File: src/sv/id3fte_pkg.sv
// Shared types, codes and constants for the ID3v2.3 frame text extractor.
package id3fte_pkg;

    localparam int DATA_W     = 8;
    localparam int WORD_W     = 32;
    localparam int FIELD_W    = 3;
    localparam int KIND_W     = 2;
    localparam int PHASE_W    = 3;
    localparam int POS_W      = 3;
    localparam int FOUND_W    = 4;
    localparam int CFG_IDX_W  = 3;
    localparam int NUM_IDS    = 6;
    localparam int MAX_TAGS   = 6;
    localparam int FIFO_DEPTH = 4;
    localparam int FIFO_PTR_W = $clog2(FIFO_DEPTH);
    localparam int FIFO_CNT_W = $clog2(FIFO_DEPTH + 1);
    localparam int OUT_DATA_W = 16;

    // Parse phases.
    localparam logic [PHASE_W-1:0] PH_HDR_ID   = 3'd0;
    localparam logic [PHASE_W-1:0] PH_HDR_VER  = 3'd1;
    localparam logic [PHASE_W-1:0] PH_HDR_SKIP = 3'd2;
    localparam logic [PHASE_W-1:0] PH_FR_ID    = 3'd3;
    localparam logic [PHASE_W-1:0] PH_FR_SIZE  = 3'd4;
    localparam logic [PHASE_W-1:0] PH_FR_FLAGS = 3'd5;
    localparam logic [PHASE_W-1:0] PH_PAYLOAD  = 3'd6;
    localparam logic [PHASE_W-1:0] PH_STOP     = 3'd7;

    // Result kinds.
    localparam logic [KIND_W-1:0] KIND_CONTENT = 2'd0;
    localparam logic [KIND_W-1:0] KIND_EOF     = 2'd1;
    localparam logic [KIND_W-1:0] KIND_REJECT  = 2'd2;
    localparam logic [KIND_W-1:0] KIND_DONE    = 2'd3;

    // Configuration register indexes.
    localparam logic [CFG_IDX_W-1:0] REG_TITLE   = 3'd0;
    localparam logic [CFG_IDX_W-1:0] REG_ARTIST  = 3'd1;
    localparam logic [CFG_IDX_W-1:0] REG_ALBUM   = 3'd2;
    localparam logic [CFG_IDX_W-1:0] REG_YEAR    = 3'd3;
    localparam logic [CFG_IDX_W-1:0] REG_GENRE   = 3'd4;
    localparam logic [CFG_IDX_W-1:0] REG_COMMENT = 3'd5;

    // Reset frame ids, four characters packed big-endian.
    localparam logic [WORD_W-1:0] RST_TITLE   = 32'h5449_5432;
    localparam logic [WORD_W-1:0] RST_ARTIST  = 32'h5450_4531;
    localparam logic [WORD_W-1:0] RST_ALBUM   = 32'h5441_4C42;
    localparam logic [WORD_W-1:0] RST_YEAR    = 32'h5459_4552;
    localparam logic [WORD_W-1:0] RST_GENRE   = 32'h5443_4F4E;
    localparam logic [WORD_W-1:0] RST_COMMENT = 32'h434F_4D4D;

    localparam logic [23:0] TAG_MAGIC   = 24'h49_4433;
    localparam logic [15:0] TAG_VERSION = 16'h0300;

    // Byte positions at which each phase completes.
    localparam logic [POS_W-1:0] LEN_HDR_ID   = 3'd3;
    localparam logic [POS_W-1:0] LEN_HDR_VER  = 3'd2;
    localparam logic [POS_W-1:0] LEN_HDR_SKIP = 3'd5;
    localparam logic [POS_W-1:0] LEN_FR_ID    = 3'd4;
    localparam logic [POS_W-1:0] LEN_FR_SIZE  = 3'd4;
    localparam logic [POS_W-1:0] LEN_FR_FLAGS = 3'd2;

    // Results caused by one input byte, queued between front and back.
    typedef struct packed {
        logic                content;
        logic                eof;
        logic                done;
        logic                reject;
        logic [FIELD_W-1:0]  field;
        logic [DATA_W-1:0]   value;
    } cmd_t;

endpackage

File: src/sv/id3fte_front.sv
// Front end: holds the frame ids, parses each byte and builds its result set.
module id3fte_front (
    input  logic                             clk,
    input  logic                             rst_n,
    input  logic                             cfg_we,
    input  logic [id3fte_pkg::CFG_IDX_W-1:0] cfg_index,
    input  logic [id3fte_pkg::WORD_W-1:0]    cfg_wdata,
    input  logic                             accept,
    input  logic [id3fte_pkg::DATA_W-1:0]    data_byte,
    input  logic                             first,
    output logic                             push,
    output id3fte_pkg::cmd_t                 cmd
);
    import id3fte_pkg::*;

    logic [WORD_W-1:0]  ids_reg [NUM_IDS];

    logic [PHASE_W-1:0] phase_reg, phase_next, phase_e;
    logic [POS_W-1:0]   pos_reg, pos_next, pos_e;
    logic [WORD_W-1:0]  shift_reg, shift_next, shift_e;
    logic [WORD_W-1:0]  left_reg, left_next, left_e;
    logic [FIELD_W-1:0] mfield_reg, mfield_next, mfield_e;
    logic               mflag_reg, mflag_next, mflag_e;
    logic [FOUND_W-1:0] found_reg, found_next, found_e;
    logic               do_finish;
    logic               hit;
    logic [FIELD_W-1:0] hit_idx;

    always_ff @(posedge clk or negedge rst_n)
    begin
        if (!rst_n)
        begin
            ids_reg[REG_TITLE]   <= RST_TITLE;
            ids_reg[REG_ARTIST]  <= RST_ARTIST;
            ids_reg[REG_ALBUM]   <= RST_ALBUM;
            ids_reg[REG_YEAR]    <= RST_YEAR;
            ids_reg[REG_GENRE]   <= RST_GENRE;
            ids_reg[REG_COMMENT] <= RST_COMMENT;
        end
        else if (cfg_we && (cfg_index < CFG_IDX_W'(NUM_IDS)))
        begin
            ids_reg[cfg_index] <= cfg_wdata;
        end
    end

    // Frame id match; the lowest matching field index wins.
    always_comb
    begin
        hit     = 1'b0;
        hit_idx = '0;
        for (int i = NUM_IDS - 1; i >= 0; i--)
        begin
            if (ids_reg[i] == shift_next)
            begin
                hit     = 1'b1;
                hit_idx = FIELD_W'(i);
            end
        end
    end

    always_comb
    begin
        // A first byte restarts the parse before it is itself consumed.
        phase_e  = first ? PH_HDR_ID : phase_reg;
        pos_e    = first ? '0 : pos_reg;
        shift_e  = first ? '0 : shift_reg;
        left_e   = first ? '0 : left_reg;
        mfield_e = first ? '0 : mfield_reg;
        mflag_e  = first ? 1'b0 : mflag_reg;
        found_e  = first ? '0 : found_reg;

        phase_next  = phase_e;
        pos_next    = pos_e;
        shift_next  = shift_e;
        left_next   = left_e;
        mfield_next = mfield_e;
        mflag_next  = mflag_e;
        found_next  = found_e;
        do_finish   = 1'b0;
        cmd         = '0;

        if (phase_e != PH_STOP && phase_e != PH_PAYLOAD)
        begin
            shift_next = {shift_e[WORD_W-DATA_W-1:0], data_byte};
            pos_next   = pos_e + 1'b1;
        end

        case (phase_e)
            PH_HDR_ID:
            begin
                if (pos_next == LEN_HDR_ID)
                begin
                    pos_next = '0;
                    if (shift_next[23:0] != TAG_MAGIC)
                    begin
                        cmd.reject = 1'b1;
                        phase_next = PH_STOP;
                    end
                    else
                    begin
                        phase_next = PH_HDR_VER;
                    end
                end
            end
            PH_HDR_VER:
            begin
                if (pos_next == LEN_HDR_VER)
                begin
                    pos_next = '0;
                    if (shift_next[15:0] != TAG_VERSION)
                    begin
                        cmd.reject = 1'b1;
                        phase_next = PH_STOP;
                    end
                    else
                    begin
                        phase_next = PH_HDR_SKIP;
                    end
                end
            end
            PH_HDR_SKIP:
            begin
                if (pos_next == LEN_HDR_SKIP)
                begin
                    pos_next   = '0;
                    phase_next = PH_FR_ID;
                end
            end
            PH_FR_ID:
            begin
                if (pos_next == LEN_FR_ID)
                begin
                    pos_next    = '0;
                    phase_next  = PH_FR_SIZE;
                    mflag_next  = hit;
                    mfield_next = hit_idx;
                    if (hit)
                    begin
                        found_next = found_e + 1'b1;
                    end
                end
            end
            PH_FR_SIZE:
            begin
                if (pos_next == LEN_FR_SIZE)
                begin
                    pos_next   = '0;
                    left_next  = shift_next;
                    phase_next = PH_FR_FLAGS;
                end
            end
            PH_FR_FLAGS:
            begin
                if (pos_next == LEN_FR_FLAGS)
                begin
                    pos_next = '0;
                    if (left_e == '0)
                    begin
                        do_finish = 1'b1;
                    end
                    else
                    begin
                        phase_next = PH_PAYLOAD;
                    end
                end
            end
            PH_PAYLOAD:
            begin
                if (mflag_e && (data_byte != '0))
                begin
                    cmd.content = 1'b1;
                    cmd.value   = data_byte;
                end
                left_next = left_e - 1'b1;
                if (left_next == '0)
                begin
                    do_finish = 1'b1;
                end
            end
            default:
            begin
            end
        endcase

        if (do_finish)
        begin
            pos_next   = '0;
            phase_next = PH_FR_ID;
            if (mflag_e)
            begin
                cmd.eof    = 1'b1;
                mflag_next = 1'b0;
                if (found_e >= FOUND_W'(MAX_TAGS))
                begin
                    cmd.done   = 1'b1;
                    phase_next = PH_STOP;
                end
            end
        end

        if (cmd.content || cmd.eof)
        begin
            cmd.field = mfield_e;
        end
    end

    assign push = accept && (cmd.content || cmd.eof || cmd.done || cmd.reject);

    always_ff @(posedge clk or negedge rst_n)
    begin
        if (!rst_n)
        begin
            phase_reg  <= PH_HDR_ID;
            pos_reg    <= '0;
            shift_reg  <= '0;
            left_reg   <= '0;
            mfield_reg <= '0;
            mflag_reg  <= 1'b0;
            found_reg  <= '0;
        end
        else if (accept)
        begin
            phase_reg  <= phase_next;
            pos_reg    <= pos_next;
            shift_reg  <= shift_next;
            left_reg   <= left_next;
            mfield_reg <= mfield_next;
            mflag_reg  <= mflag_next;
            found_reg  <= found_next;
        end
    end

endmodule

File: src/sv/id3fte_cmd_fifo.sv
// Short queue of result sets between the parser and the output serialiser.
module id3fte_cmd_fifo (
    input  logic             clk,
    input  logic             rst_n,
    input  logic             push,
    input  id3fte_pkg::cmd_t din,
    input  logic             pop,
    output id3fte_pkg::cmd_t dout,
    output logic             full,
    output logic             empty
);
    import id3fte_pkg::*;

    cmd_t                  mem [FIFO_DEPTH];
    logic [FIFO_PTR_W-1:0] wr_ptr_reg;
    logic [FIFO_PTR_W-1:0] rd_ptr_reg;
    logic [FIFO_CNT_W-1:0] count_reg;
    logic                  do_push;
    logic                  do_pop;

    assign full    = (count_reg == FIFO_CNT_W'(FIFO_DEPTH));
    assign empty   = (count_reg == '0);
    assign do_push = push && !full;
    assign do_pop  = pop && !empty;
    assign dout    = mem[rd_ptr_reg];

    always_ff @(posedge clk)
    begin
        if (do_push)
        begin
            mem[wr_ptr_reg] <= din;
        end
    end

    always_ff @(posedge clk or negedge rst_n)
    begin
        if (!rst_n)
        begin
            wr_ptr_reg <= '0;
            rd_ptr_reg <= '0;
            count_reg  <= '0;
        end
        else
        begin
            if (do_push)
            begin
                wr_ptr_reg <= wr_ptr_reg + 1'b1;
            end
            if (do_pop)
            begin
                rd_ptr_reg <= rd_ptr_reg + 1'b1;
            end
            if (do_push && !do_pop)
            begin
                count_reg <= count_reg + 1'b1;
            end
            else if (do_pop && !do_push)
            begin
                count_reg <= count_reg - 1'b1;
            end
        end
    end

endmodule

File: src/sv/id3fte_back.sv
// Back end: unpacks each queued result set into single results on the output register.
module id3fte_back (
    input  logic                                clk,
    input  logic                                rst_n,
    input  id3fte_pkg::cmd_t                    head,
    input  logic                                empty,
    output logic                                pop,
    output logic                                m_tvalid,
    input  logic                                m_tready,
    output logic [id3fte_pkg::OUT_DATA_W-1:0]   m_tdata,
    output logic                                m_tlast
);
    import id3fte_pkg::*;

    // Mask bit order is the order of emission.
    localparam int MB_CONTENT = 0;
    localparam int MB_EOF     = 1;
    localparam int MB_DONE    = 2;
    localparam int MB_REJECT  = 3;

    logic [3:0]         pend_reg, pend_next;
    logic [FIELD_W-1:0] field_reg, field_next;
    logic [DATA_W-1:0]  value_reg, value_next;
    logic               valid_reg, valid_next;
    logic [KIND_W-1:0]  okind_reg, okind_next;
    logic [FIELD_W-1:0] ofield_reg, ofield_next;
    logic [DATA_W-1:0]  ovalue_reg, ovalue_next;
    logic               olast_reg, olast_next;

    logic               have_pend;
    logic               load;
    logic [3:0]         src_mask;
    logic [3:0]         pick;
    logic [FIELD_W-1:0] src_field;
    logic [DATA_W-1:0]  src_value;

    assign have_pend = (pend_reg != '0);
    assign load      = !valid_reg || m_tready;
    assign src_mask  = have_pend ? pend_reg : {head.reject, head.done, head.eof, head.content};
    assign src_field = have_pend ? field_reg : head.field;
    assign src_value = have_pend ? value_reg : head.value;

    always_comb
    begin
        pick        = '0;
        pend_next   = pend_reg;
        field_next  = field_reg;
        value_next  = value_reg;
        valid_next  = valid_reg;
        okind_next  = okind_reg;
        ofield_next = ofield_reg;
        ovalue_next = ovalue_reg;
        olast_next  = olast_reg;
        pop         = 1'b0;

        if (src_mask[MB_CONTENT])
        begin
            pick[MB_CONTENT] = 1'b1;
        end
        else if (src_mask[MB_EOF])
        begin
            pick[MB_EOF] = 1'b1;
        end
        else if (src_mask[MB_DONE])
        begin
            pick[MB_DONE] = 1'b1;
        end
        else
        begin
            pick[MB_REJECT] = src_mask[MB_REJECT];
        end

        if (load)
        begin
            if (have_pend || !empty)
            begin
                pop         = !have_pend;
                valid_next  = 1'b1;
                pend_next   = src_mask & ~pick;
                field_next  = src_field;
                value_next  = src_value;
                olast_next  = ((src_mask & ~pick) == '0);
                ofield_next = '0;
                ovalue_next = '0;
                if (pick[MB_CONTENT])
                begin
                    okind_next  = KIND_CONTENT;
                    ofield_next = src_field;
                    ovalue_next = src_value;
                end
                else if (pick[MB_EOF])
                begin
                    okind_next  = KIND_EOF;
                    ofield_next = src_field;
                end
                else if (pick[MB_DONE])
                begin
                    okind_next = KIND_DONE;
                end
                else
                begin
                    okind_next = KIND_REJECT;
                end
            end
            else
            begin
                valid_next = 1'b0;
            end
        end
    end

    always_ff @(posedge clk or negedge rst_n)
    begin
        if (!rst_n)
        begin
            pend_reg  <= '0;
            valid_reg <= 1'b0;
        end
        else
        begin
            pend_reg  <= pend_next;
            valid_reg <= valid_next;
        end
    end

    always_ff @(posedge clk)
    begin
        field_reg  <= field_next;
        value_reg  <= value_next;
        okind_reg  <= okind_next;
        ofield_reg <= ofield_next;
        ovalue_reg <= ovalue_next;
        olast_reg  <= olast_next;
    end

    assign m_tvalid = valid_reg;
    assign m_tlast  = olast_reg;
    assign m_tdata  = {{(OUT_DATA_W - DATA_W - FIELD_W - KIND_W){1'b0}},
                       ovalue_reg, ofield_reg, okind_reg};

endmodule

File: src/sv/id3fte_top_unused_guard.sv
// Input flow control: the slave side is ready whenever the result queue has room.
module id3fte_top_unused_guard (
    input  logic full,
    output logic s_ready
);
    assign s_ready = !full;
endmodule

File: src/sv/id3v2_frame_text_extractor.sv
// Top level of the ID3v2.3 frame text extractor.
//
//  channel | direction | handshake          | payload
//  s_*     | in        | s_tvalid/s_tready  | tdata: data_byte; tuser: first
//  m_*     | out       | m_tvalid/m_tready  | tdata: kind, field, value; tlast: last
//  cfg_*   | in        | cfg_we             | cfg_index, cfg_wdata
//
// One input byte is taken per cycle while the result queue has room. The back end sends
// one result per cycle while m_tready is high, so a byte that causes two or three
// results (end of a matched frame) goes out as that many results in turn, and the
// four-entry queue absorbs the difference. Reset clears the parse state, the queue and
// the output register, and loads the default frame ids. A stalled output fills the
// queue and then holds s_tready low.
module id3v2_frame_text_extractor (
    input  logic                                clk,
    input  logic                                rst_n,
    input  logic                                s_tvalid,
    output logic                                s_tready,
    input  logic [id3fte_pkg::DATA_W-1:0]       s_tdata,   // [7:0] data_byte
    input  logic                                s_tuser,   // [0] first
    output logic                                m_tvalid,
    input  logic                                m_tready,
    output logic [id3fte_pkg::OUT_DATA_W-1:0]   m_tdata,   // [1:0] kind, [4:2] field, [12:5] value
    output logic                                m_tlast,
    input  logic                                cfg_we,
    input  logic [id3fte_pkg::CFG_IDX_W-1:0]    cfg_index,
    input  logic [id3fte_pkg::WORD_W-1:0]       cfg_wdata
);
    import id3fte_pkg::*;

    cmd_t push_cmd;
    cmd_t head_cmd;
    logic push;
    logic pop;
    logic full;
    logic empty;
    logic accept;

    assign accept = s_tvalid && s_tready;

    id3fte_top_unused_guard u_guard (
        .full    (full),
        .s_ready (s_tready)
    );

    id3fte_front u_front (
        .clk       (clk),
        .rst_n     (rst_n),
        .cfg_we    (cfg_we),
        .cfg_index (cfg_index),
        .cfg_wdata (cfg_wdata),
        .accept    (accept),
        .data_byte (s_tdata),
        .first     (s_tuser),
        .push      (push),
        .cmd       (push_cmd)
    );

    id3fte_cmd_fifo u_fifo (
        .clk   (clk),
        .rst_n (rst_n),
        .push  (push),
        .din   (push_cmd),
        .pop   (pop),
        .dout  (head_cmd),
        .full  (full),
        .empty (empty)
    );

    id3fte_back u_back (
        .clk      (clk),
        .rst_n    (rst_n),
        .head     (head_cmd),
        .empty    (empty),
        .pop      (pop),
        .m_tvalid (m_tvalid),
        .m_tready (m_tready),
        .m_tdata  (m_tdata),
        .m_tlast  (m_tlast)
    );

endmodule
File: config.mk
export PLATFORM = sky130hd
export DESIGN_NAME = id3v2_frame_text_extractor
export DESIGN_NICKNAME = d
export VERILOG_FILES = /design/src/sv/id3fte_pkg.sv /design/src/sv/id3fte_front.sv /design/src/sv/id3fte_cmd_fifo.sv /design/src/sv/id3fte_back.sv /design/src/sv/id3fte_top_unused_guard.sv /design/src/sv/id3v2_frame_text_extractor.sv
export SDC_FILE = /design/constraint.sdc
export NUM_CORES = 1
export LEC_CHECK = 0
export BUFFER_PORTS_ARGS = -buffer_cell sky130_fd_sc_hd__buf_2
export CORE_AREA = 2 2 189 191
export DETAILED_ROUTE_END_ITERATION = 16
export DIE_AREA = 0 0 191 193
export PLACE_DENSITY_LB_ADDON = 0.1
export SLEW_MARGIN = 20
export SYNTH_ARGS = -nofsm -noshare
export SYNTH_HDL_FRONTEND = slang
export SYNTH_SLANG_ARGS = --single-unit
File: constraint.sdc
create_clock -name clk -period 5.3 [get_ports clk]
set_input_delay 1.59 -clock clk [delete_from_list [all_inputs] [get_ports clk]]
set_output_delay 1.59 -clock clk [all_outputs]
set_load 0.01 [all_outputs]
==> results.ini <==
[sta]
rsz0062_at_grt = false
layout_min_cycle_time_ns = 4.82
timing.slew.headroom_pct = 33.3
timing.final.max_slew_violations = 0
finalCritPeriodShare_pct = 91.0
holdWs_ns = 0.477
worst_slack_ns = 0.479
finalSetupViolations = 0
fin_skew_ns = 0.0128
hold_viol = 0
worst_pin_slew_ns = 1.00
max_freq_mhz = 207

[detailed_routing]
wirelength_um = 56100
drt_iter0_markers = 1315
ant_nets = 0
first_pass_iters = 5
drc = 0
via_count = 14189
wl_per_cell_um = 24.2
viasPerCell = 6.11

[layout]
area_growth_pct = 15.7
nNetsFinal = 1889
drive_gt1_share_pct = 30.7
largest_reg_flops = 192
num_antenna_cells = 0

[die]
die_w_um = 191
die-area_sq_mm = 0.0369
initial_core_util_pct = 54.3
core_area_sq_mm = 0.0350
core.rowCount = 69
die_h_um = 193
ios = 68

[setup_path]
crit_fanout = 9
cpLargestDelayFamily = simple AND/OR/NAND/NOR gates
crit_required_ns = 5.77
crit_chain = buf_2 -> inv_4 -> nand2_4 -> ha_4 -> buf_4 -> nor2b_1 -> nand2_1 -> nor4_1 -> nor3_1 -> or4_1 -> or4_4 -> a311oi_4 -> o21ai_4 -> inv_1 -> ha_4 -> inv_2 -> fa_2 -> xor2_1 -> nor2_1 -> xor2_1
crit_path_start_kind = input port
timing.rr.start = u_front.left_reg[0]$_DFFE_PN0P_
critPathBufInv = 5
startpoint = s_tuser
max_stage_delay_ns = 0.51
critPathKind = input port to flop
r2r_slack_ns = 0.73
cp.arrival_ns = 5.30
cpMaxStageDelayCell = or4_1
end_kind = flop

[cts]
cts_buffer_depth = 3
cts_setup_buffers = 0
holdBufCountCts = 0
cts_buffers = 41
htreeDepth = 2
clkLatencyLatePin_ns = 0.56
clock-sinks = 358
cts_resized = 0
cts_root_buf = clkbuf_16
clk_pin_slew_ns = 0.06
cts_tree = yes

[power]
max-vdd-ir-drop_uv = 345
power_uw = 12000
power_leakage_uw = 0.00899
p_per_area_mw_per_mm2 = 548

[placement]
dp_hpwl_um = 39500
numPortBuffers = 64
gp_congestion = 0.953
pre_cts_ws_ns = -0.0747

[grt]
antenna_found_initial = 0
grt_usage_pct = 31.3
grt_overflow = 0
grt_pass1_vias = 14518
grt_first_pass_wirelength_um = 86800
grt_max_degree = 114

[job]
cap_violations = 0

[yosys]
syn_area_sq_mm = 0.0190
synth_sequential_area_ratio_pct = 49.7
avgSynthCellArea_sq_um = 11.1
synthCells = 1705
async_flop_share_pct = 78.5
synth-warning-count = 0
ys.flop_type = dfrtp_1
ys_ff_latch = 358
ys_types = 86
synth_edf_count = 77

[status]
outcome = completed

[hold_path]
min_from = u_front.shift_reg[11]$_DFFE_PN0P_
hold_path.class = flop to flop

-- cell families after synthesis --
| logic type | Yosys count | synth area share [%] |
|---|---|---|
| fa+ha+maj | 11 | 0.764 |
| xor+xnor | 204 | 9.41 |
| buf+inv | 152 | 3.19 |
| other cells | 1 | 0.0197 |
| flops | 358 | 49.7 |
| compound gates | 270 | 9.49 |
| simple gates | 481 | 13.2 |
| mux | 228 | 14.3 |
-- routing by layer --
metal	global-route usage [%]	share of wire, %	up-vias
met4	11.2	3.1	0
met1	43.7	44	7222
met5	0	0	-
met2	50.2	47	461
li1	-	-	6411
met3	4.31	5.7	95
-- placed cells by master, fill, tap and decap left out, types with 9 or more instances in the layout --
cell type and instances:
dfrtp_1 203, mux2_2 188, nand2_1 166, xnor2_1 117
buf_4 114, xor2_1 87, edfxtp_1 77, dfstp_2 77
o21ai_0 74, nor2_1 67, buf_2 63, a21oi_1 56
inv_1 42, clkbuf_16 42, nor4_1 35, nand4_1 35
nor3_1 30, mux2i_1 24, nand2b_1 22, o22ai_1 18
and3_1 17, a22o_1 17, nand3_1 15, mux4_2 15
nand4b_1 12, and2_1 11, a31oi_1 10, nor2b_1 10
or4_1 10, clkbuf_1 10, a22oi_1 9
-- report_power, final --
| part | internal (uW) | switching [uW] |
|---|---|---|
| clock network | 1750 | 1160 |
| logic | 2140 | 2600 |
| registers | 3590 | 808 |
| total | 7480 | 4560 |
-- path summary, 6_finish.rpt --
kind,to,depth (start not counted)
worst max-delay path,u_fifo.count_reg[2]$_DFFE_PN0P_,20
worst min-delay path,u_front.shift_reg[11]$_DFFE_PN0P_,2
worst max register to register,u_fifo.count_reg[2]$_DFFE_PN0P_,15
worst min register to register,u_front.shift_reg[11]$_DFFE_PN0P_,2
max in group asynchronous,u_front.ids_reg[83]$_DFFE_PN1P_,2
min in group asynchronous,u_back.pend_reg[3]$_DFFE_PN0P_,1
-- per-stage QoR --
| step | instances | util [%] | TNS [ns] | cell area, sq um |
|---|---|---|---|---|
| 5_1_grt | 2321 | 62.9 | 0 | 22000 |
| 4_1_cts | 2321 | 62.8 | 0 | 22000 |
| 6_report | 2321 | 62.9 | 0 | 22000 |
| 3_5_place_dp | 2247 | 58.9 | -0.110 | 20600 |
| 3_3_place_gp | 2247 | 58.9 | -0.00874 | 20600 |
| 2_1_floorplan | 1707 | - | -34.62 | 19100 |
-- cell usage after synthesis (6+ instances only) --
library cell  number  share of area [%]
mux4_2            15                1.8
nand2b_1          23               0.76
dfrtp_1          204                 27
or4_1             10               0.40
nor4_1            35                1.2
clkbuf_1          84                1.7
o221ai_1           8               0.37
ha_1              10               0.66
nand4_1           35                1.2
a222oi_1           8               0.42
dfstp_2           77                 11
nand4b_1          12               0.55
buf_2              7               0.18
nor2b_1           10               0.33
and3_1            17               0.56
a21oi_1           57                1.5
nor2_1            67                1.3
o21ai_1            6               0.16
and2_1            11               0.36
a22o_1            17               0.78
a31oi_1           10               0.33
xor2_1            87                4.0
buf_1              9               0.18
nand2_1          169                3.3
mux2i_1           24                1.3
o21ai_0           74                1.9
nor3_1            33               0.87
nand3_1           15               0.40
edfxtp_1          77                 12
nand3b_1           6               0.24
xnor2_1          117                5.4
o22ai_1           18               0.59
a22oi_1            9               0.36
mux2_2           188                 11
inv_1             44               0.87
-- final cells by class --
class                   count  area (sq um)
multi-input cells        1197          9060
clock inverters            15           195
fillers                  2890         13000
clock buffers              59          1180
well taps                 461           577
repair buffers            186          1350
inverters                  45           171
flip-flops and latches    358          9440
-- worst min-delay path, stage by stage, from the launching register on --
cell	delay, ns
dfrtp_1	0.34
nand2_1	0.05
nand2_1	0.06
(Power assumes the default switching activity.)
